==> config.mk <==
export PLATFORM = sky130hd
export DESIGN_NAME = fk_cordic
export DESIGN_NICKNAME = d
export VERILOG_FILES = /design/src/hdl/fk_pkg.sv /design/src/hdl/fk_cordic.sv
export SDC_FILE = /design/constraint.sdc
export NUM_CORES = 2
export LEC_CHECK = 0
export ABC_CLOCK_PERIOD_IN_PS = 11350
export BUFFER_PORTS_ARGS = -buffer_cell sky130_fd_sc_hd__buf_2
export CORE_MARGIN = 4
export CORE_UTILIZATION = 55
export CTS_BUF_LIST = sky130_fd_sc_hd__clkbuf_16
export DETAILED_ROUTE_END_ITERATION = 6
export PLACE_DENSITY = 0.79
export SYNTH_ARGS = -nofsm -noshare
export SYNTH_HDL_FRONTEND = slang
export SYNTH_SLANG_ARGS = --single-unit
==> constraint.sdc <==
create_clock -name i_clk -period 11.35 [get_ports i_clk]
set_input_delay 1.7025 -clock i_clk [delete_from_list [all_inputs] [get_ports i_clk]]
set_output_delay 1.7025 -clock i_clk [all_outputs]
set_load 0.005 [all_outputs]
==> src/hdl/fk_pkg.sv <==
// Shared constants, types and tables for the five-joint forward kinematics block.
// Used by every module under hdl/. Depends on nothing.
package fk_pkg;

    localparam int FRAC_BITS_DEF    = 20;
    localparam int CORDIC_STEPS_DEF = 16;

    localparam longint Q30_HALF_PI  = 64'sd1686629713;
    localparam longint Q30_PI       = 64'sd3373259426;
    localparam longint Q30_TWO_PI   = 64'sd6746518852;
    localparam longint Q30_INV_GAIN = 64'sd652032874;

    typedef logic [2:0] t_cfg_idx;

    localparam t_cfg_idx CFG_UPPER_ARM = 3'd0;
    localparam t_cfg_idx CFG_FOREARM   = 3'd1;
    localparam t_cfg_idx CFG_SHLDR_Y   = 3'd2;
    localparam t_cfg_idx CFG_SHLDR_Z   = 3'd3;
    localparam t_cfg_idx CFG_HAND_X    = 3'd4;
    localparam t_cfg_idx CFG_HAND_Y    = 3'd5;

    localparam logic [18:0]        RST_UPPER_ARM = 19'd94372;
    localparam logic [18:0]        RST_FOREARM   = 19'd53005;
    localparam logic signed [19:0] RST_SHLDR_Y   = 20'sd102760;
    localparam logic signed [19:0] RST_SHLDR_Z   = 20'sd104858;
    localparam logic signed [19:0] RST_HAND_X    = 20'sd16672;
    localparam logic signed [19:0] RST_HAND_Y    = 20'sd60817;

    // arctan(2^-k) in Q.30
    function automatic longint atan_q30(input int k);
        longint v;
        case (k)
            0:       v = 843314857;
            1:       v = 497837829;
            2:       v = 263043837;
            3:       v = 133525159;
            4:       v = 67021687;
            5:       v = 33543516;
            6:       v = 16775851;
            7:       v = 8388437;
            8:       v = 4194283;
            9:       v = 2097149;
            default: v = longint'(1) <<< (30 - k);
        endcase
        return v;
    endfunction

endpackage

==> src/hdl/fk_cordic.sv <==
// One sine/cosine lane: quadrant fold, pipelined rotation-mode CORDIC, rounding, clamping.
// Depends on fk_pkg.
module fk_cordic import fk_pkg::*; #(
    parameter int FRAC      = FRAC_BITS_DEF,
    parameter int STEPS     = CORDIC_STEPS_DEF,
    parameter bit HALF_OFS  = 1'b0
) (
    input  logic                   i_clk,
    input  logic                   i_en,
    input  logic signed [15:0]     i_angle,
    output logic signed [FRAC+1:0] o_cos,
    output logic signed [FRAC+1:0] o_sin
);
    localparam int W_R = FRAC + 2;
    localparam int SH  = 30 - FRAC;
    localparam logic signed [33:0] RND = (34'sd1 <<< SH) >>> 1;
    localparam logic signed [33:0] ONE = 34'sd1 <<< FRAC;

    logic signed [34:0] z_raw, z_wrap, z_fold;
    logic               flip;
    logic signed [32:0] r_x [STEPS+1];
    logic signed [32:0] r_y [STEPS+1];
    logic signed [32:0] r_z [STEPS+1];
    logic               r_flip [STEPS+1];
    logic signed [33:0] xf, yf, xr, yr;

    always_comb begin
        z_raw = {{2{i_angle[15]}}, i_angle, 17'b0}
              + (HALF_OFS ? 35'(Q30_HALF_PI) : 35'sd0);
        if (z_raw > 35'(Q30_PI)) begin
            z_wrap = z_raw - 35'(Q30_TWO_PI);
        end else if (z_raw < -35'(Q30_PI)) begin
            z_wrap = z_raw + 35'(Q30_TWO_PI);
        end else begin
            z_wrap = z_raw;
        end
        flip = 1'b1;
        if (z_wrap > 35'(Q30_HALF_PI)) begin
            z_fold = z_wrap - 35'(Q30_PI);
        end else if (z_wrap < -35'(Q30_HALF_PI)) begin
            z_fold = z_wrap + 35'(Q30_PI);
        end else begin
            z_fold = z_wrap;
            flip   = 1'b0;
        end
    end

    always_ff @(posedge i_clk) begin
        if (i_en) begin
            r_x[0]    <= 33'(Q30_INV_GAIN);
            r_y[0]    <= 33'sd0;
            r_z[0]    <= z_fold[32:0];
            r_flip[0] <= flip;
        end
    end

    genvar k;
    generate
        for (k = 0; k < STEPS; k++) begin : g_step
            always_ff @(posedge i_clk) begin
                if (i_en) begin
                    r_flip[k+1] <= r_flip[k];
                    if (r_z[k] >= 0) begin
                        r_x[k+1] <= r_x[k] - (r_y[k] >>> k);
                        r_y[k+1] <= r_y[k] + (r_x[k] >>> k);
                        r_z[k+1] <= r_z[k] - 33'(atan_q30(k));
                    end else begin
                        r_x[k+1] <= r_x[k] + (r_y[k] >>> k);
                        r_y[k+1] <= r_y[k] - (r_x[k] >>> k);
                        r_z[k+1] <= r_z[k] + 33'(atan_q30(k));
                    end
                end
            end
        end
    endgenerate

    // undo the quadrant fold, round down to FRAC bits, clamp to unit range
    always_comb begin
        xf = r_flip[STEPS] ? -34'(r_x[STEPS]) : 34'(r_x[STEPS]);
        yf = r_flip[STEPS] ? -34'(r_y[STEPS]) : 34'(r_y[STEPS]);
        xr = (xf + RND) >>> SH;
        yr = (yf + RND) >>> SH;
        if (xr > ONE)  xr = ONE;
        if (xr < -ONE) xr = -ONE;
        if (yr > ONE)  yr = ONE;
        if (yr < -ONE) yr = -ONE;
    end

    always_ff @(posedge i_clk) begin
        if (i_en) begin
            o_cos <= $signed(xr[W_R-1:0]);
            o_sin <= $signed(yr[W_R-1:0]);
        end
    end

endmodule

==> reports/qor.yml <==
status: "finished with violations"
violations: "design-rule violations"
final_antenna_net_count: 0
fillers: 18300
cp-start-kind: "input pin"
ys_seq_area_share_pct: 35.6
synth_top_area_cell: "edfxtp_1"
wire_per_inst_um: 18.5
synth_cell_types: 97
final_max_slew_viol_count: 0
postCtsSetupBuffers: 0
synthesis.nets: 13900
cts_tree: "done"
root_buffer: "clkbuf_16"
die_y_um: 476
synth_flop_cell: "edfxtp_1"
min_period_ps: 7120
clock.fmax_ghz: 0.140
grt_pass1_wl_um: 467000
hold_path_class: "reg -> reg"
port_buffers: 61
holdCritStartpoint: "r_flip[12]"
dr.pass1.iters: 7
multi_input_area_mm2: 0.0748
path_clk_slew_ps: 60
grt_pass1_vias: 89700
drv_cap: 0
grt_overflow_total: 0
rrSetupSlack_ps: 5400
die_w_um: 476
ys_seq_elements: 1427
crit_required_ps: 11910
finalClockSkew_ps: 75.0
synthesis.instances: 12600
syn-cell-area_mm2: 0.120
nets: 14000
r2r-start: "r_x[8][10]"
gp_congestion: 0.956
clk_latency_ps: 850
rows: 171
post_drt_via_cell_ratio: 6.09
worst_pin_slew_ps: 1140
fin_setup_tns_ps: 0
cts_buffers: 163
io_pins: 62
hold_path_depth: 0
hold_end: "r_flip[13]"
r2r_end: "r_y[9][29]"
wl_um: 290000
grt_max_degree: 198
finalSetupViolations: 0
syn_avg_cell_area_um2: 9.58
crit_type: "in -> reg"
syn2layout_area_growth_pct: 7.37
antenna_found_initial: 5
synth_edf_count: 1427
synth_commonest_cells: "edfxtp_1 (1427), ha_1 (1310), a21oi_1 (1226)"
core_mm2: 0.217
crit_path_end_kind: "flop"
dieArea_mm2: 0.226
synth_top_area_share_pct: 35.6
cp_max_fo: 122
initial_utilization_pct: 55.4
drt_iter0_markers: 7220
slew-limit-headroom_pct: 23.6
cts_resized: 0
place_hpwl_um: 224000
ff_latch_area_mm2: 0.0429
finalCritPeriodShare_pct: 62.7
remaining_drc_errors: 9
final_hold_viol_count: 0
arrival_ps: 7680
async_reset_ff_share_pct: 0
clock-sinks: 1427
yosysMostFrequentCell: "edfxtp_1"
vias: 95000
track_usage_pct: 25.0
h-tree-depth: 4
rsz0062_at_grt: "false"
cts_max_path_buffers: 3
r2r_cells: 19
drive_above_1_share_pct: 4.45
synth.area.top_cells: "edfxtp_1 (36%), ha_1 (14%), xnor2_1 (8.8%)"
holdBufCountCts: 0
yosys_warnings: 0
==> cell type report <==
cell class / count / share of cell area, %
clock buffers: 163 / 3.16
repair buffers: 117 / 0.592
multi-input cells: 10400 / 57.9
clock inverters: 136 / 1.03
well taps: 2854 / 2.76
diodes: 1 / 0.00194
flip-flops and latches: 1427 / 33.1
inverters: 499 / 1.45
==> critical path, cell delays in order <==
cell and delay, ps:
buf_12 360, buf_4 800, and2_1 230, buf_4 400, inv_1 610, o21ai_0 560
ha_1 320, a21o_1 170, a21oi_1 260, o21ai_0 150, a2111oi_0 410, nor2_1 200
a21oi_1 250, o21ai_0 210, o21ai_0 360, o2111ai_1 180, a21oi_1 190, xnor2_1 80
==> flip-flops by register name (all words and copies together) (netlist names) <==
| name | cells |
|---|---|
| r_y | 496 |
| r_flip | 16 |
| r_x | 470 |
| r_z | 401 |
| o_sin | 22 |
| o_cos | 22 |
==> kinds of logic (layout without fill, tap and decap cells) <==
logic type	count (synthesis)	in the layout	synth area share, %
AOI/OAI and AO/OA	3708	3708	19.6
xor gates and xnor gates	1835	1835	13.4
adders and majority gates	1351	1351	14.3
buffers and inverters	731	915	2.29
DFF	1427	1427	35.6
muxes	125	125	1.09
other	0	1	0
and+or+nand+nor	3394	3394	13.8
==> stage by stage <==
step	hold WS, ps	cells	setup WS (ps)	cell area, µm²	utilization, %
floorplan	400	12600	4730	120000	-
global placement	402	15300	3660	124000	57.0
detailed placement	405	15300	3500	124000	57.0
CTS	373	15600	4360	129000	59.5
global route	387	15600	3800	129000	59.5
finish	384	15600	4230	129000	59.5
==> how the worst max path moves through the flow <==
stage | start | to | slack [ps]
after floorplan | i_en | r_y[4][32] | 4730
after global placement | i_en | r_x[12][29] | 3660
after detailed placement | i_en | r_x[12][29] | 3500
after CTS | i_en | r_x[12][29] | 4360
after global routing | i_en | r_x[12][29] | 3800
final | i_en | r_x[12][29] | 4230
==> placed cells by master (no fill, tap or decap), types with 54 or more instances in the layout <==
cell type and count:
a21o_1 485, nor4_1 112, nor2b_1 168, nand2b_1 182
buf_2 60, nand4_1 69, xor2_1 622, mux2i_1 74
a21oi_1 1226, ha_1 1310, inv_1 528, and3_1 120
and2_1 108, o21a_1 234, nand2_1 714, a211oi_1 93
buf_4 54, nor3_1 333, clkbuf_16 163, o31ai_1 172
o21ai_0 676, or3_1 91, o211ai_1 75, xnor2_1 1211
or2_2 69, nand3_1 243, edfxtp_1 1427, nor2_1 991
o21bai_1 123, a31oi_1 112
==> metal layers <==
| layer | up-vias | global-route usage, % | wire length [µm] |
|---|---|---|---|
| met3 | 633 | 3.13 | 16100 |
| met1 | 44700 | 31.4 | 121000 |
| met4 | 0 | 8.24 | 9850 |
| met2 | 2840 | 44.5 | 143000 |
| met5 | - | 0 | 0 |
| li1 | 46900 | - | - |
Power is left out: the tool's default activity adds up to more than one toggle a clock period on the data nets, which glitch-free logic cannot reach.
